**src/rtl/owm_pkg.sv**
```systemverilog
// ----------------------------------------------------------------------------
// owm_pkg
// Shared types and constants for the single-wire bus master.
// ----------------------------------------------------------------------------
package owm_pkg;

   // command codes carried by req_type
   typedef enum logic [1:0] {
      REQ_TICK  = 2'd0,
      REQ_RESET = 2'd1,
      REQ_WRITE = 2'd2,
      REQ_READ  = 2'd3
   } req_code_type;

   // presence result codes
   localparam logic [1:0] PRES_OK    = 2'd0;
   localparam logic [1:0] PRES_NONE  = 2'd1;
   localparam logic [1:0] PRES_FAULT = 2'd2;

   // control register indexes
   localparam logic [2:0] REG_RESET_LOW    = 3'd0;
   localparam logic [2:0] REG_PRES_WAIT    = 3'd1;
   localparam logic [2:0] REG_PRES_LIMIT   = 3'd2;
   localparam logic [2:0] REG_WR1_LOW      = 3'd3;
   localparam logic [2:0] REG_WR1_HIGH     = 3'd4;
   localparam logic [2:0] REG_WR0_LOW      = 3'd5;
   localparam logic [2:0] REG_WR0_HIGH     = 3'd6;
   localparam logic [2:0] REG_RD_LOW       = 3'd7;

   // register reset values
   localparam logic [9:0] RST_RESET_LOW  = 10'd750;
   localparam logic [9:0] RST_PRES_WAIT  = 10'd100;
   localparam logic [9:0] RST_PRES_LIMIT = 10'd240;
   localparam logic [7:0] RST_WR1_LOW    = 8'd8;
   localparam logic [7:0] RST_WR1_HIGH   = 8'd58;
   localparam logic [7:0] RST_WR0_LOW    = 8'd70;
   localparam logic [7:0] RST_WR0_HIGH   = 8'd5;
   localparam logic [7:0] RST_RD_LOW     = 8'd10;

   // fixed slot timing
   localparam logic [9:0] RELEASE_TICKS = 10'd15;
   localparam logic [9:0] SAMPLE_TICKS  = 10'd2;
   localparam logic [9:0] RECOVER_TICKS = 10'd45;

   typedef enum logic [9:0] {
      PH_IDLE       = 10'b00_0000_0001,
      PH_RST_LOW    = 10'b00_0000_0010,
      PH_RST_REL    = 10'b00_0000_0100,
      PH_PRES_HIGH  = 10'b00_0000_1000,
      PH_PRES_LOW   = 10'b00_0001_0000,
      PH_WR_LOW     = 10'b00_0010_0000,
      PH_WR_HIGH    = 10'b00_0100_0000,
      PH_RD_LOW     = 10'b00_1000_0000,
      PH_RD_WAIT    = 10'b01_0000_0000,
      PH_RD_RECOVER = 10'b10_0000_0000
   } phase_type;

   typedef struct packed {
      logic [9:0] reset_low_ticks;
      logic [9:0] presence_wait_ticks;
      logic [9:0] presence_low_limit;
      logic [7:0] write_one_low_ticks;
      logic [7:0] write_one_high_ticks;
      logic [7:0] write_zero_low_ticks;
      logic [7:0] write_zero_high_ticks;
      logic [7:0] read_low_ticks;
   } cfg_type;

   typedef struct packed {
      logic       drive_low;
      logic       busy_res;
      logic       done_res;
      logic [7:0] read_data;
      logic [1:0] presence_status;
      logic       rejected;
   } result_type;

endpackage

```
**src/rtl/one_wire_master_slot_timing_top.sv**
```systemverilog
// ----------------------------------------------------------------------------
// one_wire_master_slot_timing_top
// Single-wire bus master paced by one-microsecond tick words.
// ----------------------------------------------------------------------------
// Takes one word per clock while results are taken and returns one result word
// for each. A word is registered on entry, stepped through the slot sequencer
// once the result register is free, and lands in the result register, which
// offers it on rsp_valid; the result register holds while
// rsp_ready is low and the input register fills behind it. Timing registers
// are written through the csr channel, which is always ready; write them only
// while no command runs.
module one_wire_master_slot_timing_top (
   input  logic       clock,
   input  logic       reset,
   input  logic       req_valid,
   output logic       req_ready,
   input  logic [1:0] req_type,
   input  logic [7:0] req_write_data,
   input  logic       req_line_level,
   output logic       rsp_valid,
   input  logic       rsp_ready,
   output logic       rsp_drive_low,
   output logic       rsp_busy_res,
   output logic       rsp_done_res,
   output logic [7:0] rsp_read_data,
   output logic [1:0] rsp_presence_status,
   output logic       rsp_rejected,
   input  logic       csr_valid,
   output logic       csr_ready,
   input  logic [2:0] csr_index,
   input  logic [9:0] csr_data
);
   import owm_pkg::*;

   logic       in_valid_ff, in_valid_in;
   logic [1:0] in_type_ff;
   logic [7:0] in_wdata_ff;
   logic       in_line_ff;
   logic       out_valid_ff, out_valid_in;
   result_type out_ff;
   result_type step_result;
   cfg_type    cfg;
   logic       step;
   logic       req_take;

   assign csr_ready = 1'b1;
   assign step      = in_valid_ff && (!out_valid_ff || rsp_ready);
   assign req_ready = !in_valid_ff || step;
   assign req_take  = req_valid && req_ready;

   assign in_valid_in  = req_take || (in_valid_ff && !step);
   assign out_valid_in = step || (out_valid_ff && !rsp_ready);

   owm_csr u_csr (
      .clock    (clock),
      .reset    (reset),
      .wr_en    (csr_valid),
      .wr_index (csr_index),
      .wr_data  (csr_data),
      .cfg      (cfg)
   );

   owm_core u_core (
      .clock      (clock),
      .reset      (reset),
      .step       (step),
      .req_type   (in_type_ff),
      .write_data (in_wdata_ff),
      .line_level (in_line_ff),
      .cfg        (cfg),
      .result     (step_result)
   );

   always_ff @(posedge clock) begin
      if (reset) begin
         in_valid_ff  <= 1'b0;
         out_valid_ff <= 1'b0;
      end else begin
         in_valid_ff  <= in_valid_in;
         out_valid_ff <= out_valid_in;
      end
   end

   always_ff @(posedge clock) begin
      if (req_take) begin
         in_type_ff  <= req_type;
         in_wdata_ff <= req_write_data;
         in_line_ff  <= req_line_level;
      end
      if (step) begin
         out_ff <= step_result;
      end
   end

   assign rsp_valid           = out_valid_ff;
   assign rsp_drive_low       = out_ff.drive_low;
   assign rsp_busy_res        = out_ff.busy_res;
   assign rsp_done_res        = out_ff.done_res;
   assign rsp_read_data       = out_ff.read_data;
   assign rsp_presence_status = out_ff.presence_status;
   assign rsp_rejected        = out_ff.rejected;

endmodule

```
**src/rtl/owm_csr.sv**
```systemverilog
// ----------------------------------------------------------------------------
// owm_csr
// Timing control registers, written through the csr word channel.
// ----------------------------------------------------------------------------
module owm_csr (
   input  logic            clock,
   input  logic            reset,
   input  logic            wr_en,
   input  logic [2:0]      wr_index,
   input  logic [9:0]      wr_data,
   output owm_pkg::cfg_type cfg
);
   import owm_pkg::*;

   cfg_type cfg_ff;
   cfg_type cfg_in;

   always_comb begin
      cfg_in = cfg_ff;
      if (wr_en) begin
         case (wr_index)
            REG_RESET_LOW:  cfg_in.reset_low_ticks       = wr_data;
            REG_PRES_WAIT:  cfg_in.presence_wait_ticks   = wr_data;
            REG_PRES_LIMIT: cfg_in.presence_low_limit    = wr_data;
            REG_WR1_LOW:    cfg_in.write_one_low_ticks   = wr_data[7:0];
            REG_WR1_HIGH:   cfg_in.write_one_high_ticks  = wr_data[7:0];
            REG_WR0_LOW:    cfg_in.write_zero_low_ticks  = wr_data[7:0];
            REG_WR0_HIGH:   cfg_in.write_zero_high_ticks = wr_data[7:0];
            REG_RD_LOW:     cfg_in.read_low_ticks        = wr_data[7:0];
            default:        cfg_in = cfg_ff;
         endcase
      end
   end

   always_ff @(posedge clock) begin
      if (reset) begin
         cfg_ff.reset_low_ticks       <= RST_RESET_LOW;
         cfg_ff.presence_wait_ticks   <= RST_PRES_WAIT;
         cfg_ff.presence_low_limit    <= RST_PRES_LIMIT;
         cfg_ff.write_one_low_ticks   <= RST_WR1_LOW;
         cfg_ff.write_one_high_ticks  <= RST_WR1_HIGH;
         cfg_ff.write_zero_low_ticks  <= RST_WR0_LOW;
         cfg_ff.write_zero_high_ticks <= RST_WR0_HIGH;
         cfg_ff.read_low_ticks        <= RST_RD_LOW;
      end else begin
         cfg_ff <= cfg_in;
      end
   end

   assign cfg = cfg_ff;

endmodule

```
**src/rtl/owm_core.sv**
```systemverilog
// ----------------------------------------------------------------------------
// owm_core
// Slot sequencer: phase, tick counter, bit index and shift byte, advanced
// once per stepped word.
// ----------------------------------------------------------------------------
module owm_core (
   input  logic               clock,
   input  logic               reset,
   input  logic               step,
   input  logic [1:0]         req_type,
   input  logic [7:0]         write_data,
   input  logic               line_level,
   input  owm_pkg::cfg_type   cfg,
   output owm_pkg::result_type result
);
   import owm_pkg::*;

   phase_type  phase_ff, phase_in;
   logic [9:0] tick_ff, tick_in;
   logic [2:0] bit_ff, bit_in;
   logic [7:0] shift_ff, shift_in;
   logic [1:0] pres_ff, pres_in;

   logic [9:0] limit;
   logic [9:0] tick_inc;
   logic       reached;
   logic       done;
   logic       rej;
   logic [7:0] rdata;

   // count limit for the current phase
   always_comb begin
      case (phase_ff)
         PH_RST_LOW:    limit = cfg.reset_low_ticks;
         PH_RST_REL:    limit = RELEASE_TICKS;
         PH_PRES_HIGH:  limit = cfg.presence_wait_ticks;
         PH_PRES_LOW:   limit = cfg.presence_low_limit;
         PH_WR_LOW:     limit = shift_ff[0] ? {2'b00, cfg.write_one_low_ticks}
                                            : {2'b00, cfg.write_zero_low_ticks};
         PH_WR_HIGH:    limit = shift_ff[0] ? {2'b00, cfg.write_one_high_ticks}
                                            : {2'b00, cfg.write_zero_high_ticks};
         PH_RD_LOW:     limit = {2'b00, cfg.read_low_ticks};
         PH_RD_WAIT:    limit = SAMPLE_TICKS;
         PH_RD_RECOVER: limit = RECOVER_TICKS;
         default:       limit = 10'd1;
      endcase
   end

   assign tick_inc = tick_ff + 10'd1;
   assign reached  = (tick_inc >= limit);

   always_comb begin
      phase_in = phase_ff;
      tick_in  = tick_ff;
      bit_in   = bit_ff;
      shift_in = shift_ff;
      pres_in  = pres_ff;
      done     = 1'b0;
      rej      = 1'b0;
      rdata    = 8'd0;

      if (req_type != REQ_TICK) begin
         if (phase_ff != PH_IDLE) begin
            rej = 1'b1;
         end else begin
            tick_in = 10'd0;
            bit_in  = 3'd0;
            case (req_type)
               REQ_RESET: phase_in = PH_RST_LOW;
               REQ_WRITE: begin
                  shift_in = write_data;
                  phase_in = PH_WR_LOW;
               end
               default: begin
                  shift_in = 8'd0;
                  phase_in = PH_RD_LOW;
               end
            endcase
         end
      end else begin
         case (phase_ff)
            PH_RST_LOW: begin
               tick_in = reached ? 10'd0 : tick_inc;
               if (reached) phase_in = PH_RST_REL;
            end
            PH_RST_REL: begin
               tick_in = reached ? 10'd0 : tick_inc;
               if (reached) phase_in = PH_PRES_HIGH;
            end
            PH_PRES_HIGH: begin
               if (line_level) begin
                  tick_in = reached ? 10'd0 : tick_inc;
                  if (reached) begin
                     pres_in  = PRES_NONE;
                     phase_in = PH_IDLE;
                     done     = 1'b1;
                  end
               end else if (cfg.presence_low_limit <= 10'd1) begin
                  // first low tick already meets the limit
                  tick_in  = 10'd0;
                  pres_in  = PRES_FAULT;
                  phase_in = PH_IDLE;
                  done     = 1'b1;
               end else begin
                  tick_in  = 10'd1;
                  phase_in = PH_PRES_LOW;
               end
            end
            PH_PRES_LOW: begin
               if (line_level) begin
                  tick_in  = 10'd0;
                  pres_in  = PRES_OK;
                  phase_in = PH_IDLE;
                  done     = 1'b1;
               end else begin
                  tick_in = reached ? 10'd0 : tick_inc;
                  if (reached) begin
                     pres_in  = PRES_FAULT;
                     phase_in = PH_IDLE;
                     done     = 1'b1;
                  end
               end
            end
            PH_WR_LOW: begin
               tick_in = reached ? 10'd0 : tick_inc;
               if (reached) phase_in = PH_WR_HIGH;
            end
            PH_WR_HIGH: begin
               tick_in = reached ? 10'd0 : tick_inc;
               if (reached) begin
                  shift_in = {1'b0, shift_ff[7:1]};
                  if (bit_ff == 3'd7) begin
                     bit_in   = 3'd0;
                     phase_in = PH_IDLE;
                     done     = 1'b1;
                  end else begin
                     bit_in   = bit_ff + 3'd1;
                     phase_in = PH_WR_LOW;
                  end
               end
            end
            PH_RD_LOW: begin
               tick_in = reached ? 10'd0 : tick_inc;
               if (reached) phase_in = PH_RD_WAIT;
            end
            PH_RD_WAIT: begin
               tick_in = reached ? 10'd0 : tick_inc;
               if (reached) begin
                  shift_in = shift_ff | ({7'd0, line_level} << bit_ff);
                  phase_in = PH_RD_RECOVER;
               end
            end
            PH_RD_RECOVER: begin
               tick_in = reached ? 10'd0 : tick_inc;
               if (reached) begin
                  if (bit_ff == 3'd7) begin
                     bit_in   = 3'd0;
                     phase_in = PH_IDLE;
                     done     = 1'b1;
                     rdata    = shift_ff;
                  end else begin
                     bit_in   = bit_ff + 3'd1;
                     phase_in = PH_RD_LOW;
                  end
               end
            end
            default: begin
               phase_in = PH_IDLE;
            end
         endcase
      end
   end

   always_ff @(posedge clock) begin
      if (reset) begin
         phase_ff <= PH_IDLE;
         tick_ff  <= 10'd0;
         bit_ff   <= 3'd0;
         shift_ff <= 8'd0;
         pres_ff  <= PRES_OK;
      end else if (step) begin
         phase_ff <= phase_in;
         tick_ff  <= tick_in;
         bit_ff   <= bit_in;
         shift_ff <= shift_in;
         pres_ff  <= pres_in;
      end
   end

   assign result.drive_low       = (phase_in == PH_RST_LOW) || (phase_in == PH_WR_LOW) ||
                                   (phase_in == PH_RD_LOW);
   assign result.busy_res        = (phase_in != PH_IDLE);
   assign result.done_res        = done;
   assign result.read_data       = rdata;
   assign result.presence_status = pres_in;
   assign result.rejected        = rej;

endmodule

```
**config.mk**
```make
export PLATFORM = sky130hd
export DESIGN_NAME = one_wire_master_slot_timing_top
export DESIGN_NICKNAME = d
export VERILOG_FILES = /design/src/rtl/owm_pkg.sv /design/src/rtl/one_wire_master_slot_timing_top.sv /design/src/rtl/owm_csr.sv /design/src/rtl/owm_core.sv
export SDC_FILE = /design/constraint.sdc
export NUM_CORES = 1
export LEC_CHECK = 0
export BUFFER_PORTS_ARGS = -buffer_cell sky130_fd_sc_hd__buf_2
export CELL_PAD_IN_SITES_DETAIL_PLACEMENT = 0
export CELL_PAD_IN_SITES_GLOBAL_PLACEMENT = 1
export CORE_MARGIN = 2
export CORE_UTILIZATION = 25
export CTS_CLUSTER_DIAMETER = 50
export DETAILED_ROUTE_END_ITERATION = 10
export GPL_ROUTABILITY_DRIVEN = 0
export GPL_TIMING_DRIVEN = 1
export HOLD_SLACK_MARGIN = 0.02
export PLACE_DENSITY = 0.54
export SYNTH_ARGS = -nofsm -noshare
export SYNTH_HDL_FRONTEND = slang
export SYNTH_SLANG_ARGS = --single-unit
```
**constraint.sdc**
```tcl
create_clock -name clock -period 4.6 [get_ports clock]
set_input_delay 0.46 -clock clock [delete_from_list [all_inputs] [get_ports clock]]
set_output_delay 0.46 -clock clock [all_outputs]
set_load 0.05 [all_outputs]
```
[Word-level counts from Yosys, hierarchy flattened]
Index checks and enable logic that the tools add are counted.
Storage, ports and cells
  flip-flop bits (word level): 130
  output and inout bits: 17
  bits of input ports: 29
  logic and storage cells: 148
Cells by class
  shift operators: 1
  bitwise logic cells: 4
  $lt $le $gt $ge: 2
  reduce and logical (&&, ||, !) cells: 34
  add/sub/neg operators: 2
  equal/unequal tests: 28
  muxes and demuxes: 53
Operators by type and width (count)
  $pmux 10 s9: 2
  $mux 10: 17
  $mux 8: 7
  $pmux 8 s2: 3
  $pmux 10 s3: 1
  $eq 10x2->1 const B: 2
  $eq 10x6->1 const B: 2
  $eq 10x8->1 const B: 2
  $ne 10x1->1 const B: 2
  $reduce_and 2->1: 8
  $eq 3x3->1 const B: 5
  $mux 3: 5
  $mux 2: 6
  $add 10x1->10 const B: 1
  $eq 10x10->1 const B: 1
  $eq 10x3->1 const B: 1
  $eq 10x4->1 const B: 1
  $eq 10x5->1 const B: 1
  $eq 10x7->1 const B: 1
  $eq 10x9->1 const B: 1
  $ge 10x10->1: 1
  $le 10x1->1 const B: 1
  $mux 1: 8
  $or 8x8->8: 1
  26 further kinds: 44

[Depth between registers and ports, before layout]
  word-level depth: 10
  depth in mapped cells: 19
  gate-level depth less buffers: 15

[Modules after synthesis]
A second synthesis with hierarchy kept.
Unflattened totals
  cell total of the unflattened synthesis: 750
  area, all modules: 6935.4 µm²
Modules (own cells, without submodules)
  owm_core: area each 3298.2 µm², sequential area each 660.6 µm², cells each 452, instances 1
  owm_csr: area each 2771.4 µm², sequential area each 1401.3 µm², cells each 261, instances 1
  one_wire_master_slot_timing_top: area each 865.8 µm², sequential area each 790.8 µm², cells each 37, instances 1

[Worst setup path before layout]
OpenSTA, ideal clock, no wires.
  kind: register to register
  start point: register u_core.phase_ff[0]
  end point: register out_ff (netlist bit rsp_drive_low) (data pin)
  slack: 0.202 ns
  arrival time: 4.229 ns
  clock period less this slack: 4.398 ns
  path buffers: 4
  library setup time: 0.169 ns
  required time: 4.431 ns
  stages on the path, launching flop included: 20
  cells stage by stage: dfxtp_1 > buf_6 > or4_4 > nor3_2 > and3_1 > buf_2 > buf_2 > a21oi_1 > o211ai_1 > a221oi_1 > ha_1 > a21oi_1 > a211oi_1 > a2111oi_2 > and2_1 > clkbuf_1 > mux2_2 > a22oi_1 > o211ai_1 > nor4b_2
RTL lines
  from (decl): line owm_core.sv:18  | phase_type phase_ff, phase_in;
  from (signal assigned): line owm_core.sv:182  | phase_ff <= phase_in;
  to (signal assigned): line one_wire_master_slot_timing_top.sv:91  | out_ff <= step_result;
  to (decl): line one_wire_master_slot_timing_top.sv:40  | result_type out_ff;

==> impl_metrics.tcl <==
set metrics [dict create \
    power.density_nw_per_um2 359.4 \
    ant_nets 0 \
    yosys_warnings 0 \
    synth_cells 756 \
    yosys-top-cells-area "dfxtp_1 32%, edfxtp_1 11%, mux2i_1 8.0%, nand2_1 7.9%, a21oi_1 4.5%" \
    synth.distinct_cells 76 \
    cts_tree "yes" \
    die_h_um 166.5 \
    r2r_cells 15 \
    ys_async_sr_fraction_pct 0 \
    slew_headroom_pct 35.64 \
    crit_path_max_incr_delay_ps 610 \
    clock_skew_ps 13.20 \
    hold_viol_final 0 \
    r2r-start "u_core.phase_ff[2]" \
    seq_area_um2 2853 \
    synth_ff_type "dfxtp_1" \
    holdWs_ps 207.2 \
    yosys.area.top_type "dfxtp_1" \
    diodes 0 \
    critical_path_class "flip-flop to flip-flop" \
    synth_top_cell_area_share_pct 31.83 \
    dr.pass1.iters 5 \
    setup_tns_ps 0 \
    cp_slowest_cell "or4_4" \
    critPathMostFrequentCell "buf_4" \
    start_kind "flip-flop" \
    dr.first_iter.drc_count 357 \
    clockRootBuffer "clkbuf_16" \
    hold_buffers 0 \
    cp_data_required_time_ps 4840 \
    grt_usage_pct 14.62 \
    hpwlAfterDp_um 14430 \
    drt_wl_total_um 20140 \
    grt_pass1_wl_um 31970 \
    clk_path_buf_depth 2 \
    dieArea_um2 27730 \
    htreeDepth 4 \
    final_cell_mix "139 x nand2_1, 105 x dfxtp_1, 73 x nor2_1" \
    areaGrowthSynthToFinish_pct 19.63 \
    post_cts_resized 0 \
    clk_pin_slew_ps 70 \
    synth_area_per_cell_um2 8.735 \
    crit_path_end_kind "flip-flop" \
    antenna_found_initial 0 \
    core_area_um2 25980 \
    fill_cells 2782 \
    critPathLaunch "u_core.phase_ff[2]" \
    setup_viol 0 \
    grt_max_degree 75 \
    p_leak_nw 2.924 \
    reg2reg_slack_ps 290 \
    drv_slew 0 \
    path_max_fanout 10 \
    syn_area_um2 6604 \
    cts.sinks 130 \
    ys_seq_area_share_pct 43.20 \
    worstSkewPairLatency_ps 430 \
    multi_input_area_um2 3493 \
    via_per_inst 4.857 \
    drc 0 \
    vias 5595 \
    layout.nets 849 \
    numCtsBuffers 17 \
    syn-num-nets 801 \
    ios 46 \
    grt_overflow 0 \
    maxCapViolations 0 \
    path_cells "or4_4 -> nor2_1 -> and4b_2 -> buf_4 -> nand2_1 -> o21ai_0 -> nor3_1 -> ha_1 -> a41oi_1 -> or3_1 -> and2_1 -> buf_4 -> o41ai_1 -> a2bb2o_1 -> nor4b_2" \
    status "finished clean" \
    r2r_end "rsp_drive_low" \
    worst_hold_path_type "input pin to flip-flop" \
    numPortBuffers 44 \
    die_w_um 166.5 \
    ir_worst_vdd_mv 0.2091 \
    post-route-min-period_ps 4311 \
    max_freq_mhz 232.0 \
    layout_commonest_cell "nand2_1" \
    worstSetupEndpoint "rsp_drive_low" \
    start_util_pct 25.41 \
    grt_pass1_vias 5403 \
    row_count 59 \
    critPathArrivalTime_ps 4550 \
    wl_per_cell_um 17.48 \
    power.total_mw 2.839 \
    rsz0062_at_grt "false" \
    tightest_slew_ps 961.9 \
    synth-edff-count 25 \
    synth_seq_cells 130 \
    fin_crit_sh_pct 93.72 \
    cts_setup_buffers 0 \
    layout-drive-gt1-share_pct 17.50 \
]
## per-layer routing
layer / vias up / wire, µm / GRT usage [%]
li1: 2804 / - / -
met1: 2662 / 10380 / 21.58
met2: 113 / 8900 / 22.01
met3: 16 / 627 / 2.139
met4: 0 / 233 / 4.273
met5: - / 0 / 0
## synthesized netlist by cell type, types with 6 or more instances
| master | n |
|---|---|
| and2_1 | 11 |
| ha_1 | 16 |
| nand3_1 | 21 |
| dfxtp_1 | 105 |
| nand4_1 | 7 |
| o211ai_1 | 6 |
| a211oi_1 | 7 |
| inv_1 | 15 |
| clkbuf_1 | 36 |
| nor3_1 | 18 |
| mux2i_1 | 53 |
| a21oi_1 | 60 |
| nand2_1 | 139 |
| a22oi_1 | 13 |
| nand2b_1 | 8 |
| xor2_1 | 6 |
| edfxtp_1 | 25 |
| o21ai_0 | 24 |
| nor2_1 | 73 |
## through the flow
| stage | cells | instance area (µm²) | utilization, % | worst slack, ps |
|---|---|---|---|---|
| final | 1152 | 7900 | 30.40 | 289.1 |
| after global routing | 1152 | 7900 | 30.40 | 21.12 |
| after CTS | 1152 | 7883 | 30.34 | 113.1 |
| after detailed placement | 1120 | 7295 | 28.07 | 141.7 |
| after global placement | 1120 | 7295 | 28.07 | 199.5 |
| after floorplan | 756 | 6604 | - | 202.4 |
## cell type report
| type | count | area share [%] |
|---|---|---|
| multi-input combinational | 560 | 44.22 |
| sequential | 130 | 36.11 |
| timing repair buffer | 80 | 6.208 |
| clock buffer | 17 | 5.385 |
| tap | 335 | 5.306 |
| clock inverter | 15 | 2.059 |
| inverter | 15 | 0.7127 |
## flip-flops by register name (all words and copies together), names as in the netlist
| register | count |
|---|---|
| in_wdata_ff | 8 |
| in_type_ff | 2 |
| u_core.phase_ff | 10 |
| u_core.pres_ff | 2 |
| rsp_drive_low | 1 |
| rsp_done_res | 1 |
| rsp_busy_res | 1 |
| rsp_presence_status | 2 |
| rsp_valid | 1 |
| rsp_read_data | 8 |
| in_line_ff | 1 |
| u_core.bit_ff | 3 |
| u_core.tick_ff | 10 |
| rsp_rejected | 1 |
| in_valid_ff | 1 |
| u_csr.cfg | 70 |
| u_core.shift_ff | 8 |
## worst min-delay path by stage
stage,from,to,slack [ps],depth (start not counted)
after global routing,req_type[0],in_type_ff[0],190,1
after detailed placement,u_csr.cfg[0],u_csr.cfg[0],450,2
after CTS,req_write_data[1],in_wdata_ff[1],190,1
final,req_line_level,in_line_ff,210,1
after global placement,u_csr.cfg[37],u_csr.cfg[37],440,2
after floorplan,u_csr.cfg[58],u_csr.cfg[58],440,2
## power by group
group          internal, mW  total (mW)  switching, mW
combinational        0.0937       0.278          0.184
clock                 0.728        1.34          0.613
sequential             1.19        1.22         0.0252
## cells by family (layout without fill, tap and decap cells)
group	after synthesis	after routing	share of synthesized area (%)
AOI/OAI and AO/OA	165	165	17.68
DFF	130	130	43.20
other	1	1	0.05679
muxes	54	54	8.204
and+or+nand+nor	314	314	22.26
xor gates and xnor gates	10	10	1.326
adders and majority gates	16	16	3.031
buffers and inverters	66	127	4.244
## worst max-delay path, delay by kind of cell, from the launching register on
family                   cells  cell delay [ps]
AO/OA/AOI/OAI                4              850
adder cells (fa/ha/maj)      1              300
buffers and inverters        2              380
flip-flops                   1              380
AND/OR/NAND/NOR              8             2210
Power figures use the tool's default switching activity.
